$ cat config.mk
export PLATFORM = sky130hd
export DESIGN_NAME = branch_unit_stage_queues
export DESIGN_NICKNAME = d
export VERILOG_FILES = /design/src/hdl/bu_pkg.sv /design/src/hdl/bu_cell.sv /design/src/hdl/bu_queue.sv /design/src/hdl/branch_unit_stage_queues.sv
export SDC_FILE = /design/constraint.sdc
export NUM_CORES = 2
export LEC_CHECK = 0
export BUFFER_PORTS_ARGS = -buffer_cell sky130_fd_sc_hd__buf_2
export CORE_MARGIN = 4
export CORE_UTILIZATION = 25
export CTS_BUF_LIST = sky130_fd_sc_hd__clkbuf_4 sky130_fd_sc_hd__clkbuf_8
export DETAILED_ROUTE_END_ITERATION = 12
export PLACE_DENSITY = 0.39
export SLEW_MARGIN = 20
export SYNTH_ARGS = -nofsm -noshare
export SYNTH_HDL_FRONTEND = slang
export SYNTH_SLANG_ARGS = --single-unit
export TNS_END_PERCENT = 20
$ cat constraint.sdc
create_clock -name clk -period 6.1 [get_ports clk]
set_input_delay 0.915 -clock clk [delete_from_list [all_inputs] [get_ports clk]]
set_output_delay 0.915 -clock clk [all_outputs]
set_load 0.01 [all_outputs]
$ cat src/hdl/bu_pkg.sv
// Package for the branch unit stage queues: request/result structs,
// queue and cell control structs, sequencer states and register indexes.
// No dependencies.
`timescale 1ns / 1ps
`default_nettype none
package bu_pkg;

  localparam int unsigned ISSUE_DEPTH   = 8;
  localparam int unsigned DECODE_DEPTH  = 8;
  localparam int unsigned READ_DEPTH    = 8;
  localparam int unsigned EXECUTE_DEPTH = 8;
  localparam int unsigned WRITE_DEPTH   = 8;
  localparam int unsigned TAG_BITS      = 16;
  localparam int unsigned WAIT_BITS     = 8;

  // queue numbers
  localparam logic [2:0] Q_ISSUE  = 3'd0;
  localparam logic [2:0] Q_DECODE = 3'd1;
  localparam logic [2:0] Q_READ   = 3'd2;
  localparam logic [2:0] Q_EXEC   = 3'd3;
  localparam logic [2:0] Q_WRITE  = 3'd4;

  // register indexes
  localparam logic [2:0] REG_STAGE_WIDTH = 3'd0;
  localparam logic [2:0] REG_DECODE_DLY  = 3'd1;
  localparam logic [2:0] REG_READ_DLY    = 3'd2;
  localparam logic [2:0] REG_EXEC_DLY    = 3'd3;
  localparam logic [2:0] REG_WB_DLY      = 3'd4;

  localparam logic REQ_TICK  = 1'b0;
  localparam logic REQ_ISSUE = 1'b1;

  localparam logic KIND_TICK = 1'b0;
  localparam logic KIND_ACK  = 1'b1;

  typedef struct packed {
    logic        req_type;
    logic [15:0] uop_tag;
    logic [7:0]  issue_delay;
  } req_t;

  typedef struct packed {
    logic        result_kind;
    logic        completed_valid;
    logic [15:0] completed_tag;
    logic        issue_accepted;
    logic        last_result;
  } result_t;

  typedef struct packed {
    logic pop;
    logic push;
    logic dec;
  } q_ctl_t;

  typedef struct packed {
    logic shift;
    logic load;
    logic dec;
  } cell_ctl_t;

  typedef enum logic [2:0] {
    ST_IDLE,
    ST_DEC,
    ST_LOAD,
    ST_WALK,
    ST_FINISH
  } state_t;

endpackage
`default_nettype wire

$ cat src/hdl/bu_cell.sv
// One queue slot: tag plus remaining wait. Takes its right neighbour's
// entry on a shift, a new entry on a load, or counts its wait down.
// Depends on bu_pkg.
`timescale 1ns / 1ps
`default_nettype none
module bu_cell #(
  parameter int unsigned TAG_BITS = bu_pkg::TAG_BITS
) (
  input  wire                           clk,
  input  wire bu_pkg::cell_ctl_t        ctl,
  input  wire [TAG_BITS-1:0]            nxt_tag,
  input  wire [bu_pkg::WAIT_BITS-1:0]   nxt_left,
  input  wire [TAG_BITS-1:0]            new_tag,
  input  wire [bu_pkg::WAIT_BITS-1:0]   new_left,
  output logic [TAG_BITS-1:0]           tag,
  output logic [bu_pkg::WAIT_BITS-1:0]  left
);

  always_ff @(posedge clk) begin
    if (ctl.load) begin
      tag  <= new_tag;
      left <= new_left;
    end else if (ctl.shift) begin
      tag  <= nxt_tag;
      left <= nxt_left;
    end else if (ctl.dec && left != '0) begin
      left <= left - 1'b1;
    end
  end

endmodule
`default_nettype wire

$ cat src/hdl/bu_queue.sv
// Ordered stage queue built as a row of bu_cell slots with a fill count.
// Pop shifts the row towards the head; push writes at the tail.
// Depends on bu_pkg and bu_cell.
`timescale 1ns / 1ps
`default_nettype none
module bu_queue #(
  parameter int unsigned DEPTH    = bu_pkg::ISSUE_DEPTH,
  parameter int unsigned TAG_BITS = bu_pkg::TAG_BITS,
  parameter int unsigned CW       = $clog2(DEPTH + 1)
) (
  input  wire                           clk,
  input  wire                           rst,
  input  wire bu_pkg::q_ctl_t           ctl,
  input  wire [TAG_BITS-1:0]            push_tag,
  input  wire [bu_pkg::WAIT_BITS-1:0]   push_left,
  output logic [TAG_BITS-1:0]           head_tag,
  output logic [bu_pkg::WAIT_BITS-1:0]  head_left,
  output logic [CW-1:0]                 count
);

  logic [TAG_BITS-1:0]          tags  [DEPTH];
  logic [bu_pkg::WAIT_BITS-1:0] lefts [DEPTH];
  logic [CW-1:0]                push_pos;

  // popping frees the head, so a recycled entry lands one place earlier
  assign push_pos = ctl.pop ? count - 1'b1 : count;

  genvar i;
  generate
    for (i = 0; i < DEPTH; i++) begin : g_cell
      bu_pkg::cell_ctl_t cc;
      logic [TAG_BITS-1:0]          nt;
      logic [bu_pkg::WAIT_BITS-1:0] nl;
      assign cc.shift = ctl.pop;
      assign cc.load  = ctl.push && (push_pos == CW'(i));
      assign cc.dec   = ctl.dec;
      if (i == DEPTH - 1) begin : g_last
        assign nt = tags[i];
        assign nl = lefts[i];
      end else begin : g_mid
        assign nt = tags[i+1];
        assign nl = lefts[i+1];
      end
      bu_cell #(.TAG_BITS(TAG_BITS)) u_cell (
        .clk      (clk),
        .ctl      (cc),
        .nxt_tag  (nt),
        .nxt_left (nl),
        .new_tag  (push_tag),
        .new_left (push_left),
        .tag      (tags[i]),
        .left     (lefts[i])
      );
    end
  endgenerate

  assign head_tag  = tags[0];
  assign head_left = lefts[0];

  always_ff @(posedge clk) begin
    if (rst) begin
      count <= '0;
    end else begin
      count <= count + CW'(ctl.push) - CW'(ctl.pop);
    end
  end

endmodule
`default_nettype wire

$ cat src/hdl/branch_unit_stage_queues.sv
// Branch unit stage queues: issue, decode, read, execute and write queues,
// each a row of cells, driven by one tick sequencer.
// Depends on bu_pkg, bu_queue.
//
// Usage: present a request on req with start high; it is taken at an edge
// where busy is low. An issue request appends to the issue queue unless it
// is full and gives one acknowledgement on result, with done high, in the
// next cycle; busy stays low, so requests may follow every cycle.
// A tick raises busy and runs: a state counting all waits down, then five
// walks: the write queue for completion, then the source queues of the
// write, execute, read and decode stages, in that order. Each walk is a load
// state, then steps through the entries of the walked queue, since its head
// cell is examined once a cycle while the row rotates, and a closing step.
// Then a finish state; the final result shows in the cycle after it. Retired
// tags are held back one step so the final one can carry last_result; each
// is shown for one cycle with done high, and the plain tick report comes
// with last_result set. Results cannot be held off by the receiver. Reset
// empties all queues and sets stage_width and the delays to 1. Config is an
// APB port; the user must make writes only while idle, which the block
// itself does not enforce.
`timescale 1ns / 1ps
`default_nettype none
module branch_unit_stage_queues #(
  parameter int unsigned ISSUE_DEPTH   = bu_pkg::ISSUE_DEPTH,
  parameter int unsigned DECODE_DEPTH  = bu_pkg::DECODE_DEPTH,
  parameter int unsigned READ_DEPTH    = bu_pkg::READ_DEPTH,
  parameter int unsigned EXECUTE_DEPTH = bu_pkg::EXECUTE_DEPTH,
  parameter int unsigned WRITE_DEPTH   = bu_pkg::WRITE_DEPTH,
  parameter int unsigned TAG_BITS      = bu_pkg::TAG_BITS
) (
  input  wire                    clk,
  input  wire                    rst,
  input  wire                    start,
  input  wire bu_pkg::req_t      req,
  output logic                   busy,
  output bu_pkg::result_t        result,
  output logic                   done,
  input  wire                    psel,
  input  wire                    penable,
  input  wire                    pwrite,
  input  wire [4:0]              paddr,
  input  wire [31:0]             pwdata,
  output logic [31:0]            prdata,
  output logic                   pready
);

  localparam int unsigned M1 = (ISSUE_DEPTH > DECODE_DEPTH) ? ISSUE_DEPTH : DECODE_DEPTH;
  localparam int unsigned M2 = (READ_DEPTH > EXECUTE_DEPTH) ? READ_DEPTH : EXECUTE_DEPTH;
  localparam int unsigned M3 = (M1 > M2) ? M1 : M2;
  localparam int unsigned MAXD = (M3 > WRITE_DEPTH) ? M3 : WRITE_DEPTH;
  localparam int unsigned CW = $clog2(MAXD + 1);
  localparam int unsigned CXW = (CW > 3) ? CW : 3;
  localparam int unsigned DEPTHS [5] = '{ISSUE_DEPTH, DECODE_DEPTH, READ_DEPTH,
                                         EXECUTE_DEPTH, WRITE_DEPTH};

  // configuration
  logic [2:0] stage_width;
  logic [7:0] decode_delay, read_delay, execute_delay, writeback_delay;
  logic [2:0] reg_idx;
  assign reg_idx = paddr[4:2];
  assign pready  = 1'b1;

  always_ff @(posedge clk) begin
    if (rst) begin
      stage_width     <= 3'd1;
      decode_delay    <= 8'd1;
      read_delay      <= 8'd1;
      execute_delay   <= 8'd1;
      writeback_delay <= 8'd1;
    end else if (psel && penable && pwrite) begin
      case (reg_idx)
        bu_pkg::REG_STAGE_WIDTH: stage_width     <= pwdata[2:0];
        bu_pkg::REG_DECODE_DLY:  decode_delay    <= pwdata[7:0];
        bu_pkg::REG_READ_DLY:    read_delay      <= pwdata[7:0];
        bu_pkg::REG_EXEC_DLY:    execute_delay   <= pwdata[7:0];
        bu_pkg::REG_WB_DLY:      writeback_delay <= pwdata[7:0];
        default: ;
      endcase
    end
  end

  always_comb begin
    case (reg_idx)
      bu_pkg::REG_STAGE_WIDTH: prdata = {29'd0, stage_width};
      bu_pkg::REG_DECODE_DLY:  prdata = {24'd0, decode_delay};
      bu_pkg::REG_READ_DLY:    prdata = {24'd0, read_delay};
      bu_pkg::REG_EXEC_DLY:    prdata = {24'd0, execute_delay};
      bu_pkg::REG_WB_DLY:      prdata = {24'd0, writeback_delay};
      default:                 prdata = 32'd0;
    endcase
  end

  // queues
  bu_pkg::q_ctl_t                qctl      [5];
  logic [TAG_BITS-1:0]           push_tag  [5];
  logic [bu_pkg::WAIT_BITS-1:0]  push_left [5];
  logic [TAG_BITS-1:0]           head_tag  [5];
  logic [bu_pkg::WAIT_BITS-1:0]  head_left [5];
  logic [CW-1:0]                 count     [5];
  logic [4:0]                    full;

  genvar q;
  generate
    for (q = 0; q < 5; q++) begin : g_q
      localparam int unsigned QCW = $clog2(DEPTHS[q] + 1);
      logic [QCW-1:0] qcount;
      bu_queue #(.DEPTH(DEPTHS[q]), .TAG_BITS(TAG_BITS), .CW(QCW)) u_queue (
        .clk       (clk),
        .rst       (rst),
        .ctl       (qctl[q]),
        .push_tag  (push_tag[q]),
        .push_left (push_left[q]),
        .head_tag  (head_tag[q]),
        .head_left (head_left[q]),
        .count     (qcount)
      );
      assign count[q] = CW'(qcount);
      assign full[q]  = (count[q] == CW'(DEPTHS[q]));
    end
  endgenerate

  // sequencer
  bu_pkg::state_t state, state_next;
  logic [2:0]     src;
  logic [CW-1:0]  n, cnt;
  logic           pend_valid;
  logic [15:0]    pend_tag;
  logic [31:0]    in_tag32, head_tag32;
  logic [2:0]     dst;
  logic [7:0]     lat;
  logic           walk_step, ready, move;

  assign busy       = (state != bu_pkg::ST_IDLE);
  assign in_tag32   = {16'd0, req.uop_tag};
  assign head_tag32 = 32'(head_tag[bu_pkg::Q_WRITE]);
  assign dst        = src + 3'd1;
  assign walk_step  = (state == bu_pkg::ST_WALK) && (cnt != n);
  assign ready      = (head_left[src] == '0);
  // the examined count is cnt+1, so it may not pass stage_width
  assign move       = ready && (CXW'(cnt) < CXW'(stage_width)) && !full[dst];

  always_comb begin
    case (src)
      bu_pkg::Q_EXEC:   lat = writeback_delay;
      bu_pkg::Q_READ:   lat = execute_delay;
      bu_pkg::Q_DECODE: lat = read_delay;
      default:          lat = decode_delay;
    endcase
  end

  always_comb begin
    state_next = state;
    case (state)
      bu_pkg::ST_IDLE:
        if (start && req.req_type == bu_pkg::REQ_TICK) state_next = bu_pkg::ST_DEC;
      bu_pkg::ST_DEC:  state_next = bu_pkg::ST_LOAD;
      bu_pkg::ST_LOAD: state_next = bu_pkg::ST_WALK;
      bu_pkg::ST_WALK:
        if (cnt == n) state_next = (src == bu_pkg::Q_ISSUE) ? bu_pkg::ST_FINISH
                                                          : bu_pkg::ST_LOAD;
      bu_pkg::ST_FINISH: state_next = bu_pkg::ST_IDLE;
      default: state_next = bu_pkg::ST_IDLE;
    endcase
  end

  always_comb begin
    for (int k = 0; k < 5; k++) begin
      qctl[k]      = '0;
      push_tag[k]  = head_tag[src];
      push_left[k] = head_left[src];
    end
    case (state)
      bu_pkg::ST_IDLE: begin
        if (start && req.req_type == bu_pkg::REQ_ISSUE) begin
          qctl[bu_pkg::Q_ISSUE].push = !full[bu_pkg::Q_ISSUE];
          push_tag[bu_pkg::Q_ISSUE]  = in_tag32[TAG_BITS-1:0];
          push_left[bu_pkg::Q_ISSUE] = req.issue_delay;
        end
      end
      bu_pkg::ST_DEC: begin
        for (int k = 0; k < 5; k++) qctl[k].dec = 1'b1;
      end
      bu_pkg::ST_WALK: begin
        if (walk_step) begin
          qctl[src].pop = 1'b1;
          if (src == bu_pkg::Q_WRITE) begin
            qctl[src].push = !ready;
          end else if (move) begin
            qctl[dst].push = 1'b1;
            push_left[dst] = lat;
          end else begin
            qctl[src].push = 1'b1;
          end
        end
      end
      default: ;
    endcase
  end

  always_ff @(posedge clk) begin
    if (rst) begin
      state      <= bu_pkg::ST_IDLE;
      done       <= 1'b0;
      pend_valid <= 1'b0;
    end else begin
      state <= state_next;
      done  <= 1'b0;
      case (state)
        bu_pkg::ST_IDLE:
          if (start && req.req_type == bu_pkg::REQ_ISSUE) begin
            done                   <= 1'b1;
            result.result_kind     <= bu_pkg::KIND_ACK;
            result.completed_valid <= 1'b0;
            result.completed_tag   <= 16'd0;
            result.issue_accepted  <= !full[bu_pkg::Q_ISSUE];
            result.last_result     <= 1'b1;
          end
        bu_pkg::ST_WALK:
          // a retired tag waits one step so the final one can carry last
          if (walk_step && src == bu_pkg::Q_WRITE && ready) begin
            pend_valid <= 1'b1;
            pend_tag   <= head_tag32[15:0];
            if (pend_valid) begin
              done                   <= 1'b1;
              result.result_kind     <= bu_pkg::KIND_TICK;
              result.completed_valid <= 1'b1;
              result.completed_tag   <= pend_tag;
              result.issue_accepted  <= 1'b0;
              result.last_result     <= 1'b0;
            end
          end
        bu_pkg::ST_FINISH: begin
          pend_valid             <= 1'b0;
          done                   <= 1'b1;
          result.result_kind     <= bu_pkg::KIND_TICK;
          result.completed_valid <= pend_valid;
          result.completed_tag   <= pend_valid ? pend_tag : 16'd0;
          result.issue_accepted  <= 1'b0;
          result.last_result     <= 1'b1;
        end
        default: ;
      endcase
    end
  end

  always_ff @(posedge clk) begin
    case (state)
      bu_pkg::ST_DEC: src <= bu_pkg::Q_WRITE;
      bu_pkg::ST_LOAD: begin
        n   <= count[src];
        cnt <= '0;
      end
      bu_pkg::ST_WALK:
        if (cnt == n) src <= src - 3'd1;
        else          cnt <= cnt + 1'b1;
      default: ;
    endcase
  end

endmodule
`default_nettype wire

Word level (Yosys, flattened, before mapping)
Cells that the tools add are included.
Widths: inputs -> output; s select.

word-level totals
  register bits = 1067
  input bits = 68
  output and inout bits = 55
  logic and storage cells = 736

cells by class
  $add $sub $neg = 58
  magnitude comparators = 6
  eq/ne operators = 65
  multiplexer cells = 262
  bitwise logic cells = 4
  reduce and logical (&&, ||, !) cells = 239

operator list
  operator             count
  $mux 16              75
  $mux 8               124
  $reduce_bool 8->1    40
  $sub 8x1->8 const B  40
  $mux 40              3
  $reduce_bool 3->1    37
  $logic_and 1x1->1    91
  $reduce_bool 2->1    43
  $eq 4x3->1 const B   20
  $mux 20              3
  $pmux 20 s3          1
  $bmux 16 s3          1
  $bwmux 15            3
  $mux 15              3
  $bwmux 40            1
  $eq 4x2->1 const B   10
  $pmux 8 s5           1
  $mux 32              1
  $mux 4               8
  $reduce_and 2->1     14
  $demux 3 s3          3
  $bmux 8 s3           1
  $demux 8 s3          1
  $pmux 8 s3           1
  38 further kinds     109

Longest topological paths before layout
  depth after elaboration = 16
  gate-level depth with buffers = 20
  depth with buffers taken out = 17

Modules after synthesis
Synthesis repeated with hierarchy kept, for this count alone.

second synthesis, totals
  cell total of the unflattened synthesis = 4725
  area, all modules = 58033.2 um^2

by module, submodules not included
  module                                          instances  cells an instance  area an instance (um^2)
  bu_cell at g_q[2].u_queue.g_cell[0].u_cell ...  24         95                 1239.9
  bu_cell at g_q[0].u_queue.g_cell[0].u_cell ...  16         94                 1242.4
  branch_unit_stage_queues                        1          686                6401.1
  bu_queue at g_q[2].u_queue ...                  3          51                 397.9
  bu_queue at g_q[0].u_queue ...                  2          51                 400.4

Least setup slack after synthesis
OpenSTA, ideal clock, no wires.

  path type = register to register
  start point = reg src[2]
  end point = reg g_q[4].u_queue.g_cell[7].u_cell.tag[0], enable pin
  setup time = 414 ps
  arrival time = 3794 ps
  required time = 5686 ps
  slack = 1893 ps
  cell stages (with the launch flop) = 13
  clock period less this slack = 4207 ps
  cells stage by stage = edfxtp_1 > buf_4 > inv_1 > clkbuf_1 > ha_1 > nor2b_1 > nand2_1 > o211ai_1 > nor2_1 > clkbuf_1 > o21ai_1 > nand2_1 > a21boi_0

RTL lines
  what                      line                             source
  start: declaration        branch_unit_stage_queues.sv:124  logic [2:0] src;
  start signal: assignment  branch_unit_stage_queues.sv:248  bu_pkg::ST_DEC: src <= bu_pkg::Q_WRITE;
  start signal: assignment  branch_unit_stage_queues.sv:254  if (cnt == n) src <= src - 3'd1;
  end signal: assignment    bu_cell.sv:21                    tag <= new_tag;
  end signal: assignment    bu_cell.sv:24                    tag <= nxt_tag;
  end: declaration          bu_cell.sv:15                    output logic [TAG_BITS-1:0] tag,

Final worst setup path
  start point = reg src[0]
  end point = reg g_q[3].u_queue.g_cell[1].u_cell.tag[3], enable pin

on the way
  word-level cells in the longest chain between the ends = 15
  elaborated cells on any way between the ends = 37
  classes of those cells = 1 x add/sub; 4 x order compare; 2 x eq/ne; 19 x mux; 2 x bitwise; 9 x reduce/logical

ends and longest elaborated chain
  what                                                line                             source
  branches (longest 8 deep; another with $ge 4x4->1)  --
  $mux 15 (*)                                         branch_unit_stage_queues.sv:186  if (src == bu_pkg::Q_WRITE) begin
  $mux 15 (*)                                         branch_unit_stage_queues.sv:184  if (walk_step) begin
  $mux 2 (*)                                          branch_unit_stage_queues.sv:172  case (state)
  $mux 4                                              bu_queue.sv:26                   assign push_pos = ctl.pop ? count - 1'b1 : count;
  $eq 4x1->1                                          bu_queue.sv:35                   assign cc.load = ctl.push && (push_pos == CW'(i));
  $logic_and 1x1->1                                   bu_queue.sv:35
  $reduce_bool 2->1 (no source line) (*)              --
  end signal: assignment                              bu_cell.sv:21
  end signal: assignment                              bu_cell.sv:24
  end: declaration                                    bu_cell.sv:15

Every way passes the cells marked *. The select of a mux whose other input is x is not followed.
A chain may end at the register's enable or synchronous reset.

==> impl_summary.log <==
[metrics] final cell count without fillers: 7774
[metrics] sequential cell area fraction in the yosys report: 0.554
[metrics] Worst Max-Slew Pin Slew: 1.21 ns
[metrics] GR met1 Demand/Resource: 0.192
[metrics] first-pass GRT wire length: 244000 um
[metrics] number of enable-type register cells in the synthesized netlist: 1007
[metrics] total clock buffers created by CTS: 197
[metrics] CP Data Required Time: 6.70 ns
[metrics] crit path max fanout: 46
[metrics] Die W: 484 um
[metrics] Post-CTS Resized: 0
[metrics] number of clock sinks: 1067
[metrics] dpl ws: 1.12 ns
[metrics] highest-utilization routing layer at the global route stage: met2
[metrics] Layout Utilization: 0.287
[metrics] type of the worst setup path: reg2reg
[metrics] Placed Cells: 7411
[metrics] mux contribution to synthesized area: 0.189
[metrics] number of antenna-violating nets in the routed design: 0
[metrics] clock skew after layout: 0.0681 ns
[metrics] Core Area: 225000 sq um
[metrics] Hold/Removal Path Class: in2reg
[metrics] count of state elements after synthesis: 1067
[metrics] height of the chip: 484 um
[metrics] Worst slew margin: 0.194
[metrics] I/O Pins: 123
[metrics] CP Data Arrival Time: 5.58 ns
[metrics] number of standard cells after synthesis: 4477
[metrics] hold buffer count at CTS: 0
[metrics] Starting Density: 0.252
[metrics] buffer levels on the longest clock path: 3
[metrics] combined area of all synthesized cells: 56800 sq um
[metrics] highest clock frequency the design can meet: 0.200 GHz
[metrics] distinct cell type count of the synthesized netlist: 92
[metrics] Max rail drop VDD: 0.186 mV
[metrics] Max Slew Vio Count: 0
[metrics] gr ovfl total: 0
[metrics] accumulated negative setup slack: 0 ns
[metrics] Yosys top cell by area: edfxtp_1
[metrics] drt via density: 4.55
[metrics] Initial DRT Pass Iterations: 6
[metrics] largest net degree at the start of global routing: 87
[metrics] power density cells: 259 nW/um^2
[metrics] most instantiated cells after synthesis: edfxtp_1 (1007), mux2_2 (527), nor2_1 (463)
[metrics] Tmin final: 4.99 ns
[metrics] Worst Hold Slack: 0.255 ns
[metrics] routed via count: 35407
[metrics] worst path setup slack after routing: 1.11 ns
[metrics] combinational family with the most area after synthesis: multiplexers
[metrics] main area contributors after synthesis: edfxtp_1 (53%), mux2_2 (10%), mux2i_1 (6.9%), nor2_1 (3.1%), ha_1 (2.9%)
[metrics] Clk Latency, worst-skew pair: 0.99 ns
[metrics] TritonCTS clock tree: done
[metrics] post-synthesis xor/xnor area fraction: 0.0378
[metrics] maximum level of the CTS H-tree: 4
[metrics] YS warnings: 0
[metrics] run status: finished, final reports clean
[metrics] endpoint kind of the worst setup timing path: flop
[metrics] critical path startpoint category: flop
[metrics] proportion of layout cells with a drive suffix above 1: 0.246
[metrics] GRT Total Usage: 0.137
[metrics] final setup vio count: 0
[metrics] Leak Pwr: 22.4 nW
[metrics] count of buffers added by post-CTS timing repair for setup: 0
[metrics] Synth-to-Final Area Change: 14.0%
[metrics] post-synthesis share of cell area spent on full adders, half adders and majority gates: 0.0304
[metrics] maxcap violations: 0
[metrics] delay of the slowest critical-path stage: 0.68 ns
[metrics] simple-gate share of the synthesized area: 0.0921
[metrics] detailed-route DRC error count: 0
[metrics] average detailed-routed wire length per instance: 21.2 um
[metrics] weighted congestion reported at the end of routability-driven placement: 0.814
[metrics] Port Buffers: 71
[metrics] register clock-pin slew on the reported worst setup and hold paths: 0.07 ns
[metrics] leading register cell type out of synthesis: edfxtp_1
[metrics] final worst path period share: 0.818
[metrics] compound-gate portion of the synthesized area: 0.0613
[metrics] count of filler cells inserted in the layout: 23032
[metrics] cell with the largest stage delay on the worst path: and3_1
[metrics] number of hold-slack violations in the final timing report: 0
[metrics] number of rows in the core area: 174
[metrics] CTS Root Cell: clkbuf_8
[metrics] average instance area after synthesis: 12.7 sq um
[metrics] initial antenna violation count: 2
[metrics] area enclosed by the die boundary: 235000 sq um
[metrics] DPL Wire Length: 109000 um
[metrics] met3 Usage GRT: 0.0252
[metrics] detailed-route wire length: 165000 um
[metrics] Yosys top cell area share: 0.533
[metrics] ordered cell list for the critical path: buf_4 > mux2_4 > a32oi_1 > nor4b_4 > and3_1 > and3_1 > o211a_1 > buf_4 > or2_2
[metrics] unrepaired setup endpoints after global routing: false
[metrics] DR iter-0 viols: 2482
[metrics] vias in the first global route: 36101
[metrics] number of nets in the layout: 4821
[metrics] grt met2 use: 0.213
[metrics] share of async-settable or async-resettable flops after synthesis: 0
[metrics] most frequent cell after synthesis: edfxtp_1
## state kept, by name (all words and copies together) (netlist names), 16 cells and up
| name | flops |
|---|---|
| g_q.u_queue.g_cell.u_cell.tag | 640 |
| g_q.u_queue.g_cell.u_cell.left | 320 |
| g_q.u_queue.count | 20 |
| result | 20 |
| pend_tag | 16 |
## final timing paths
kind	start	end	slack, ns	depth (start not counted)
max	src[0]	g_q[3].u_queue.g_cell[1].u_cell.tag[3]	1.11	9
min	pwdata[3]	decode_delay[3]	0.25	3
max reg2reg	src[0]	g_q[3].u_queue.g_cell[1].u_cell.tag[3]	1.11	9
min reg2reg	g_q[4].u_queue.g_cell[0].u_cell.tag[2]	pend_tag[2]	0.49	0
## routing by layer
| layer | up-vias | part of all wire |
|---|---|---|
| met4 | 0 | 0.028 |
| met1 | 17512 | 0.49 |
| li1 | 16854 | - |
| met2 | 779 | 0.44 |
| met3 | 262 | 0.045 |
| met5 | - | 0 |
## area by class of cell
| cell class | count | area (sq um) | share of cell area |
|---|---|---|---|
| diodes | 3 | 7.51 | 0.000116 |
| clock buffers | 270 | 3280 | 0.0508 |
| clock inverters | 90 | 658 | 0.0102 |
| inverters | 146 | 548 | 0.00847 |
| multi-input cells | 2996 | 23600 | 0.365 |
| flip-flops and latches | 1067 | 31400 | 0.486 |
| well taps | 2992 | 3740 | 0.0579 |
| repair buffers | 210 | 1420 | 0.0220 |
## critical path, delay by kind of cell (launching register included)
family	cells	cell delay (ns)
muxes	1	0.35
buffers and inverters	2	0.88
AOI/OAI and AO/OA	2	0.83
DFF	1	0.39
and+or+nand+nor	4	2.14
## through the flow
step / power (mW) / area (sq um)
after floorplan: 9.37 / 56800
after global placement: 9.89 / 60700
after detailed placement: 9.89 / 60700
after CTS: 17.0 / 64700
after global routing: 17.5 / 64700
final: 16.7 / 64700
## where the power goes
part | switching, mW | internal (mW) | leakage (nW)
registers | 0.240 | 8.22 | 9.64
clock network | 3.36 | 3.63 | 2.07
logic | 0.816 | 0.465 | 10.6
total | 4.42 | 12.3 | 22.4
## logic make-up (layout without fill, tap and decap cells)
logic type,Yosys count,count (layout)
simple gates,1075,1075
flops,1067,1067
mux,974,974
compound gates,542,542
buf+inv,437,716
xor+xnor,245,245
fa+ha+maj,135,135
other cells,2,28
## placed cells by master (no fill, tap or decap), drive strengths merged, types with 24 or more instances in the layout
| master | synthesis | layout |
|---|---|---|
| edfxtp | 1007 | 1007 |
| mux2 | 566 | 566 |
| nor2 | 463 | 463 |
| mux2i | 389 | 389 |
| clkbuf | 153 | 270 |
| a21oi | 258 | 258 |
| buf | 138 | 210 |
| nand2 | 187 | 187 |
| xnor2 | 173 | 173 |
| inv | 142 | 152 |
| ha | 130 | 130 |
| o21ai | 115 | 115 |
| clkinv | 4 | 80 |
| xor2 | 72 | 72 |
| nor4 | 68 | 68 |
| dfxtp | 60 | 60 |
| nor3 | 59 | 59 |
| nand3 | 46 | 46 |
| nand2b | 45 | 45 |
| nor4b | 41 | 41 |
| or3 | 29 | 29 |
| and2 | 28 | 28 |
| or4 | 26 | 26 |
| conb | 2 | 25 |
| a31oi | 24 | 24 |
| or2 | 24 | 24 |
Note: power is estimated with default switching activity, not from simulation.
